## config.mk

```make
export PLATFORM = sky130hd
export DESIGN_NAME = distance_pid_controller_unit_flat
export DESIGN_NICKNAME = d
export VERILOG_FILES = /design/src/hdl/dpc_pkg.sv /design/src/hdl/dpc_if.sv /design/src/hdl/dpc_error_stage.sv /design/src/hdl/dpc_output_stage.sv /design/src/hdl/distance_pid_controller_unit.sv /design/src/flat_wrapper.sv
export SDC_FILE = /design/constraint.sdc
export NUM_CORES = 2
export LEC_CHECK = 0
export ABC_AREA = 0
export BUFFER_PORTS_ARGS = -buffer_cell sky130_fd_sc_hd__buf_2
export CORE_MARGIN = 3
export CORE_UTILIZATION = 60
export DETAILED_ROUTE_END_ITERATION = 10
export PLACE_DENSITY_LB_ADDON = 0.3
export SETUP_SLACK_MARGIN = 0.5
export SYNTH_ARGS = -nofsm -noshare
export SYNTH_HDL_FRONTEND = slang
export SYNTH_SLANG_ARGS = --single-unit
```

## constraint.sdc

```tcl
create_clock -name clock -period 12.1 [get_ports clock]
set_input_delay 1.21 -clock clock [delete_from_list [all_inputs] [get_ports clock]]
set_output_delay 1.21 -clock clock [all_outputs]
set_load 0.1 [all_outputs]
```

## src/hdl/dpc_pkg.sv

```systemverilog
package dpc_pkg;

   localparam int unsigned DIST_W   = 16;
   localparam int unsigned GAIN_W   = 16;
   localparam int unsigned LIMIT_W  = 15;
   localparam int unsigned ERR_W    = 8;
   localparam int unsigned DELTA_W  = 9;
   localparam int unsigned PROD_W   = GAIN_W + DELTA_W;
   localparam int unsigned OUT_W    = 16;

   localparam logic [DIST_W-1:0]         FAR_LIMIT      = 16'd2500;
   localparam logic [DIST_W-1:0]         FAR_SUBSTITUTE = 16'd1500;
   localparam logic signed [DIST_W:0]    DEADBAND       = 17'sd5;
   localparam logic signed [ERR_W-1:0]   ERROR_CLAMP    = 8'sd100;
   localparam logic signed [ERR_W-1:0]   SUM_CLAMP      = 8'sd100;
   localparam logic [LIMIT_W-1:0]        DEFAULT_OUTPUT_LIMIT = 15'd1000;

   typedef enum logic [1:0] {
      CSR_GAIN_P     = 2'd0,
      CSR_GAIN_I     = 2'd1,
      CSR_GAIN_D     = 2'd2,
      CSR_OUT_LIMIT  = 2'd3
   } csr_index_type;

   typedef struct packed {
      logic signed [ERR_W-1:0]   err;
      logic signed [ERR_W-1:0]   error_sum;
      logic signed [DELTA_W-1:0] delta;
   } err_terms_type;

   typedef struct packed {
      logic signed [GAIN_W+ERR_W-1:0] p_term;
      logic signed [GAIN_W+ERR_W-1:0] i_term;
      logic signed [PROD_W-1:0]       d_term;
   } products_type;

endpackage

```

## src/hdl/dpc_if.sv

```systemverilog
interface dpc_req_if;
   logic        valid;
   logic        ready;
   logic [15:0] target_distance;
   logic [15:0] measured_distance;

   modport source (output valid, output target_distance, output measured_distance,
                   input ready);
   modport sink   (input valid, input target_distance, input measured_distance,
                   output ready);
endinterface

interface dpc_rsp_if;
   logic               valid;
   logic               ready;
   logic signed [15:0] drive_correction;

   modport source (output valid, output drive_correction, input ready);
   modport sink   (input valid, input drive_correction, output ready);
endinterface

```

## src/hdl/dpc_error_stage.sv

```systemverilog
module dpc_error_stage (
   input  logic                   clock,
   input  logic                   reset,
   input  logic                   load,
   input  logic [15:0]            target,
   input  logic [15:0]            measured,
   output dpc_pkg::err_terms_type terms
);
   import dpc_pkg::*;

   logic [DIST_W-1:0]         meas_fill;
   logic [DIST_W-1:0]         meas_used;
   logic signed [DIST_W:0]    diff;
   logic signed [ERR_W-1:0]   err;
   logic signed [ERR_W:0]     acc_wide;
   logic signed [ERR_W-1:0]   error_sum_ff;
   logic signed [ERR_W-1:0]   error_sum_in;
   logic signed [ERR_W-1:0]   previous_error_ff;

   always_comb begin
      meas_fill = (measured == '0) ? target : measured;
      meas_used = (meas_fill > FAR_LIMIT) ? FAR_SUBSTITUTE : meas_fill;
      diff      = $signed({1'b0, target}) - $signed({1'b0, meas_used});

      // deadband, then clamp
      priority if (diff > -DEADBAND && diff < DEADBAND) begin
         err = '0;
      end else if (diff > (DIST_W+1)'(ERROR_CLAMP)) begin
         err = ERROR_CLAMP;
      end else if (diff < -((DIST_W+1)'(ERROR_CLAMP))) begin
         err = -ERROR_CLAMP;
      end else begin
         err = diff[ERR_W-1:0];
      end

      acc_wide = (ERR_W+1)'(error_sum_ff) + (ERR_W+1)'(err);
      priority if (acc_wide > (ERR_W+1)'(SUM_CLAMP)) begin
         error_sum_in = SUM_CLAMP;
      end else if (acc_wide < -((ERR_W+1)'(SUM_CLAMP))) begin
         error_sum_in = -SUM_CLAMP;
      end else begin
         error_sum_in = acc_wide[ERR_W-1:0];
      end

      terms.err       = err;
      terms.error_sum = error_sum_in;
      terms.delta     = DELTA_W'(err) - DELTA_W'(previous_error_ff);
   end

   always_ff @(posedge clock) begin
      if (reset) begin
         error_sum_ff      <= '0;
         previous_error_ff <= '0;
      end else if (load) begin
         error_sum_ff      <= error_sum_in;
         previous_error_ff <= err;
      end
   end

endmodule

```

## src/hdl/dpc_output_stage.sv

```systemverilog
module dpc_output_stage (
   input  dpc_pkg::products_type   products,
   input  logic [14:0]             limit,
   output logic signed [15:0]      correction
);
   import dpc_pkg::*;

   localparam int unsigned SUM_W = PROD_W + 2;
   localparam int unsigned SHR_W = SUM_W - 8;

   logic signed [SUM_W-1:0] sum;
   logic signed [SUM_W-1:0] sum_biased;
   logic signed [SHR_W-1:0] scaled;
   logic signed [OUT_W-1:0] sat;
   logic [OUT_W:0]          mag;
   logic signed [OUT_W-1:0] val;

   always_comb begin
      sum = SUM_W'($signed(products.p_term)) + SUM_W'($signed(products.i_term))
          + SUM_W'($signed(products.d_term));
      // divide by 256, rounding toward zero
      sum_biased = sum[SUM_W-1] ? (sum + SUM_W'(255)) : sum;
      scaled     = sum_biased[SUM_W-1:8];

      priority if (scaled > SHR_W'(32767)) begin
         sat = 16'sh7FFF;
      end else if (scaled < -(SHR_W'(32768))) begin
         sat = 16'sh8000;
      end else begin
         sat = scaled[OUT_W-1:0];
      end

      mag = sat[OUT_W-1] ? ((OUT_W+1)'(0) - (OUT_W+1)'(sat)) : (OUT_W+1)'(sat);
      if (mag >= (OUT_W+1)'(limit)) begin
         val = (sat > 0) ? $signed({1'b0, limit}) : -$signed({1'b0, limit});
      end else begin
         val = sat;
      end

      correction = -val;
   end

endmodule

```

## src/hdl/distance_pid_controller_unit.sv

```systemverilog
// Distance PID controller: four register stages, one word in per cycle.
// A word accepted passes through stages A, B, C and D in turn; its result is registered in stage D.
// Throughput: one word per cycle while the result side keeps up.
// Reset (synchronous, active high) empties the pipe, clears the integral
// and last error, sets gains to 0 and the output limit to 1000.
module distance_pid_controller_unit (
   input  logic                   clock,
   input  logic                   reset,
   dpc_req_if.sink                req_bus,
   dpc_rsp_if.source              rsp_bus,
   input  logic                   csr_write_enable,
   input  dpc_pkg::csr_index_type csr_index,
   input  logic [15:0]            csr_write_data
);
   import dpc_pkg::*;

   // Stage A: input register. Stage B: error terms (state updates here).
   // Stage C: the three gain products. Stage D: scale, clamp, negate.

   // configuration registers
   logic signed [GAIN_W-1:0] gain_p_ff;
   logic signed [GAIN_W-1:0] gain_i_ff;
   logic signed [GAIN_W-1:0] gain_d_ff;
   logic [LIMIT_W-1:0]       out_limit_ff;

   always_ff @(posedge clock) begin
      if (reset) begin
         gain_p_ff    <= '0;
         gain_i_ff    <= '0;
         gain_d_ff    <= '0;
         out_limit_ff <= DEFAULT_OUTPUT_LIMIT;
      end else if (csr_write_enable) begin
         unique case (csr_index)
            CSR_GAIN_P:    gain_p_ff    <= csr_write_data;
            CSR_GAIN_I:    gain_i_ff    <= csr_write_data;
            CSR_GAIN_D:    gain_d_ff    <= csr_write_data;
            CSR_OUT_LIMIT: out_limit_ff <= csr_write_data[LIMIT_W-1:0];
            default: ;
         endcase
      end
   end

   // pipeline valids and the ready chain; each stage takes a word when it
   // is empty or its own word moves on in the same cycle
   logic a_valid_ff, b_valid_ff, c_valid_ff, d_valid_ff;
   logic a_ready, b_ready, c_ready, d_ready;
   logic a_load, b_load, c_load, d_load;

   assign d_ready = !d_valid_ff || rsp_bus.ready;
   assign c_ready = !c_valid_ff || d_ready;
   assign b_ready = !b_valid_ff || c_ready;
   assign a_ready = !a_valid_ff || b_ready;

   assign req_bus.ready = a_ready;
   assign a_load = req_bus.valid && a_ready;
   assign b_load = a_valid_ff && b_ready;
   assign c_load = b_valid_ff && c_ready;
   assign d_load = c_valid_ff && d_ready;

   always_ff @(posedge clock) begin
      if (reset) begin
         a_valid_ff <= 1'b0;
         b_valid_ff <= 1'b0;
         c_valid_ff <= 1'b0;
         d_valid_ff <= 1'b0;
      end else begin
         if (a_ready) a_valid_ff <= req_bus.valid;
         if (b_ready) b_valid_ff <= a_valid_ff;
         if (c_ready) c_valid_ff <= b_valid_ff;
         if (d_ready) d_valid_ff <= c_valid_ff;
      end
   end

   // stage A
   logic [DIST_W-1:0] target_ff;
   logic [DIST_W-1:0] measured_ff;

   always_ff @(posedge clock) begin
      if (a_load) begin
         target_ff   <= req_bus.target_distance;
         measured_ff <= req_bus.measured_distance;
      end
   end

   // stage B: error, clamped integral and derivative; the integral and the
   // last error commit only when the word moves into this stage
   err_terms_type terms_in;
   err_terms_type terms_ff;

   dpc_error_stage u_error (
      .clock    (clock),
      .reset    (reset),
      .load     (b_load),
      .target   (target_ff),
      .measured (measured_ff),
      .terms    (terms_in)
   );

   always_ff @(posedge clock) begin
      if (b_load) terms_ff <= terms_in;
   end

   // stage C: three independent signed products
   products_type products_in;
   products_type products_ff;

   always_comb begin
      products_in.p_term = (GAIN_W+ERR_W)'(gain_p_ff)
                         * (GAIN_W+ERR_W)'($signed(terms_ff.err));
      products_in.i_term = (GAIN_W+ERR_W)'(gain_i_ff)
                         * (GAIN_W+ERR_W)'($signed(terms_ff.error_sum));
      products_in.d_term = PROD_W'(gain_d_ff) * PROD_W'($signed(terms_ff.delta));
   end

   always_ff @(posedge clock) begin
      if (c_load) products_ff <= products_in;
   end

   // stage D: sum, Q8.8 scaling, saturation, limit, negation
   logic signed [OUT_W-1:0] correction_in;
   logic signed [OUT_W-1:0] correction_ff;

   dpc_output_stage u_output (
      .products   (products_ff),
      .limit      (out_limit_ff),
      .correction (correction_in)
   );

   always_ff @(posedge clock) begin
      if (d_load) correction_ff <= correction_in;
   end

   assign rsp_bus.valid            = d_valid_ff;
   assign rsp_bus.drive_correction = correction_ff;

endmodule
```

## src/flat_wrapper.sv

```systemverilog
// flat-port wrapper written by rule: the top's interface ports become plain ports
module distance_pid_controller_unit_flat import dpc_pkg::*;
  (clock, reset, csr_write_enable, csr_index, csr_write_data, req_bus_valid, req_bus_target_distance, req_bus_measured_distance, req_bus_ready, rsp_bus_valid, rsp_bus_drive_correction, rsp_bus_ready);
  dpc_req_if req_bus_i ();
  dpc_rsp_if rsp_bus_i ();
  input  logic clock;
  input  logic reset;
  input  logic csr_write_enable;
  input  dpc_pkg::csr_index_type csr_index;
  input  logic [15:0] csr_write_data;
  input wire logic [$bits(req_bus_i.valid)-1:0] req_bus_valid;
  input wire logic [$bits(req_bus_i.target_distance)-1:0] req_bus_target_distance;
  input wire logic [$bits(req_bus_i.measured_distance)-1:0] req_bus_measured_distance;
  output wire logic [$bits(req_bus_i.ready)-1:0] req_bus_ready;
  output wire logic [$bits(rsp_bus_i.valid)-1:0] rsp_bus_valid;
  output wire logic [$bits(rsp_bus_i.drive_correction)-1:0] rsp_bus_drive_correction;
  input wire logic [$bits(rsp_bus_i.ready)-1:0] rsp_bus_ready;
  assign req_bus_i.valid = req_bus_valid;
  assign req_bus_i.target_distance = req_bus_target_distance;
  assign req_bus_i.measured_distance = req_bus_measured_distance;
  assign req_bus_ready = req_bus_i.ready;
  assign rsp_bus_valid = rsp_bus_i.valid;
  assign rsp_bus_drive_correction = rsp_bus_i.drive_correction;
  assign rsp_bus_i.ready = rsp_bus_ready;
  distance_pid_controller_unit u_core (.clock(clock), .reset(reset), .req_bus(req_bus_i), .rsp_bus(rsp_bus_i), .csr_write_enable(csr_write_enable), .csr_index(csr_index), .csr_write_data(csr_write_data));
endmodule
```

==> metrics.txt <==
status complete, no violations; unrepaired setup endpoints after global routing false; fmax 94.7 MHz; complex-gate fraction of the synthesized area 10.9%; # diodes 0; FF+latch count, synth 229; clk_lat worst skew 0.56 ns; Most used DFF post-synth edfxtp_1; GP Congestion 0.950; Via Count 20800; Least-Margin Pin Slew 1.25 ns; initial core utilization 61.1%; post-synthesis mux area share 0.618%; # IOs 73; Post-Synth XOR/XNOR Area 4.56%; Pins Over Slew Limit 0; register area share after synthesis 22.3%; Final Cell Area 28800 um2; GR peak layer met2; vias in the first global route 21600; cts hold-fix bufs 0; Startpoint Class flip-flop; die area 47800 um2; post-CTS sizing 0; Post-synth EDFFs 146; Post-route DRC 0; DIE WIDTH 219 um; power per cell area 162 nW/um2; core area 44400 um2; critical path's most frequent cell o21ai_0; largest net degree at the start of global routing 87; Clock Path Buffers 3; Die Height 219 um; P_leak 13.4 nW; crit end category flip-flop; min cycle time layout 10.56 ns; Hold Crit Class flip-flop to flip-flop; Avg WL per Cell 19.0 um; Setup TNS Final 0 ns; Crit path arrival time 10.96 ns; CTS clk-pin slew, worst paths 0.06 ns; dpl cells 3515; CTS tree done; crit share post-route 87.3%; Slew HR 16.1%; DR iter-0 viols 1755; cell taking the most area after synthesis fa_1; final count of negative-setup-slack endpoints 0; Post-Synth Simple-Gate Area 18.0%; Netlist Area Pre-Place 27100 um2; TritonCTS Sinks 229; met1 Usage GRT 37.5%; Vias per Instance 5.85; Cells after Synth 2925; Max-Cap Viols 0; drt total wl 67.8 mm; GRT Residual Overflow 0; Syn Area/Cell 9.28 um2; DP Area 28000 um2; synth top area cells fa_1 26%, edfxtp_1 16%, ha_1 10%; yosys warns 0; GRT Total Usage 29.2%; filler cell count 3558; Critical Path Fanout Max 11; combinational family with the most area after synthesis adder cells; Adder-Cell Fraction of Synth Area 36.1%; share of cells above drive strength 1 5.93%; CTS root buffer clkbuf_16; met2 Resource Use GR 49.6%; met3 global-route usage 5.41%; row cnt 77; Synth cell types 94; Final #Nets 3577; H-tree levels 1; slowest CP cell or4_1; antenna viol nets, final 0; Final Hold Vio Count 0; WP data required 12.50 ns; DRT Pass-1 Iters 6; Inserted Clock Buffers 26; Crit path largest cell delay 0.53 ns; Post-CTS Repair Setup Buffers 0; clock skew 0.0132 ns; WS Path Type flip-flop to flip-flop; initial antenna violation count 4; first-pass GRT wire length 111 mm; Layout Cells excl Fill 3562; Port Buffers 72; Post-synth ARST share 0%; share of the synthesized area in the top cell type 26.1%; area grow syn2layout 6.25%; DP Wirelength 53.1 mm; worst vdd ir 0.237 mV
==> worst paths after layout <==
check / startpoint / endpoint / slack, ns / depth (start not counted)
setup / recovery: u_core.measured_ff[13] / u_core.u_error.error_sum_ff[0] / 1.54 / 45
hold / removal: u_core.out_limit_ff[12] / u_core.out_limit_ff[12] / 0.49 / 2
setup reg to reg: u_core.measured_ff[13] / u_core.u_error.error_sum_ff[0] / 1.54 / 45
hold reg to reg: u_core.out_limit_ff[12] / u_core.out_limit_ff[12] / 0.49 / 2
==> cells in the mapped netlist (all sizes together) (60+ instances only) <==
cell type  count
a21oi        163
and2         217
clkbuf        74
dfxtp         83
edfxtp       146
fa           354
ha           217
inv          446
nand2        372
nand2b        60
nor2         133
o21ai         94
xnor2        103
==> registers in the layout (all words and copies together) (netlist names) <==
register and cells:
u_core.products_ff 73, u_core.terms_ff 25, u_core.gain_d_ff 16, u_core.gain_i_ff 16, u_core.gain_p_ff 16, u_core.measured_ff 16, u_core.rsp_bus.drive_correction 16, u_core.target_ff 16
u_core.out_limit_ff 15, u_core.u_error.error_sum_ff 8, u_core.u_error.previous_error_ff 8, u_core.a_valid_ff 1, u_core.b_valid_ff 1, u_core.c_valid_ff 1, u_core.rsp_bus.valid 1
==> worst max-delay path, delay by kind of cell, from the launching register on <==
| kind | cells | cell delay, ns |
|---|---|---|
| and+or+nand+nor | 19 | 4.39 |
| AOI/OAI and AO/OA | 21 | 4.29 |
| adders and majority gates | 3 | 0.93 |
| DFF | 1 | 0.37 |
| muxes | 1 | 0.26 |
| buffers and inverters | 1 | 0.15 |
==> layout make-up <==
cell class	instances	area, um2	area share [%]
inverters	446	1670	5.81
repair buffers	83	443	1.54
clock inverters	12	121	0.421
clock buffers	35	706	2.45
multi-input cells	2165	19100	66.3
flip-flops and latches	229	6050	21.0
well taps	592	741	2.57
==> metrics by stage <==
| step | util, % | worst slack [ns] | hold WS [ns] | power [W] |
|---|---|---|---|---|
| floorplan | - | 3.24 | 0.439 | 0.00321 |
| global placement | 63.0 | 2.39 | 0.466 | 0.00375 |
| detailed placement | 63.0 | 1.74 | 0.474 | 0.00384 |
| CTS | 64.9 | 1.66 | 0.486 | 0.00465 |
| global route | 64.9 | 0.625 | 0.505 | 0.00503 |
| finish | 64.9 | 1.54 | 0.491 | 0.00468 |
==> power by group <==
group | internal (W) | total [W] | switching [W]
registers | 0.000986 | 0.00108 | 0.0000917
clock network | 0.000452 | 0.000789 | 0.000337
logic | 0.00105 | 0.00281 | 0.00176
==> placed cells by master (no fill, tap or decap), types with 17 or more instances in the layout <==
| cell type | n |
|---|---|
| nor2_1 | 132 |
| xor2_1 | 34 |
| a21boi_0 | 17 |
| fa_1 | 354 |
| nand3_1 | 32 |
| inv_1 | 446 |
| and2_1 | 217 |
| dfxtp_1 | 83 |
| buf_2 | 72 |
| nand2b_1 | 60 |
| o21ai_0 | 90 |
| o31ai_1 | 21 |
| nand2_1 | 372 |
| xnor2_1 | 100 |
| edfxtp_1 | 146 |
| clkbuf_16 | 27 |
| nand4_1 | 18 |
| ha_1 | 217 |
| nor3_1 | 44 |
| a21oi_1 | 162 |
| a21o_1 | 36 |
==> cell families (layout without fill, tap and decap cells) <==
logic type,count (synthesis),after routing
AND/OR/NAND/NOR,975,975
adder cells (fa/ha/maj),571,571
buffers and inverters,534,576
AO/OA/AOI/OAI,461,461
flip-flops,229,229
XOR/XNOR,138,138
multiplexers,16,16
other,1,4
==> routing by layer <==
layer	part of all wire (%)	wire [um]
met4	4.3	2900
met2	48	32700
met1	39	26700
met5	0.075	51
met3	7.9	5380
Note: power is estimated with default switching activity, not from simulation.
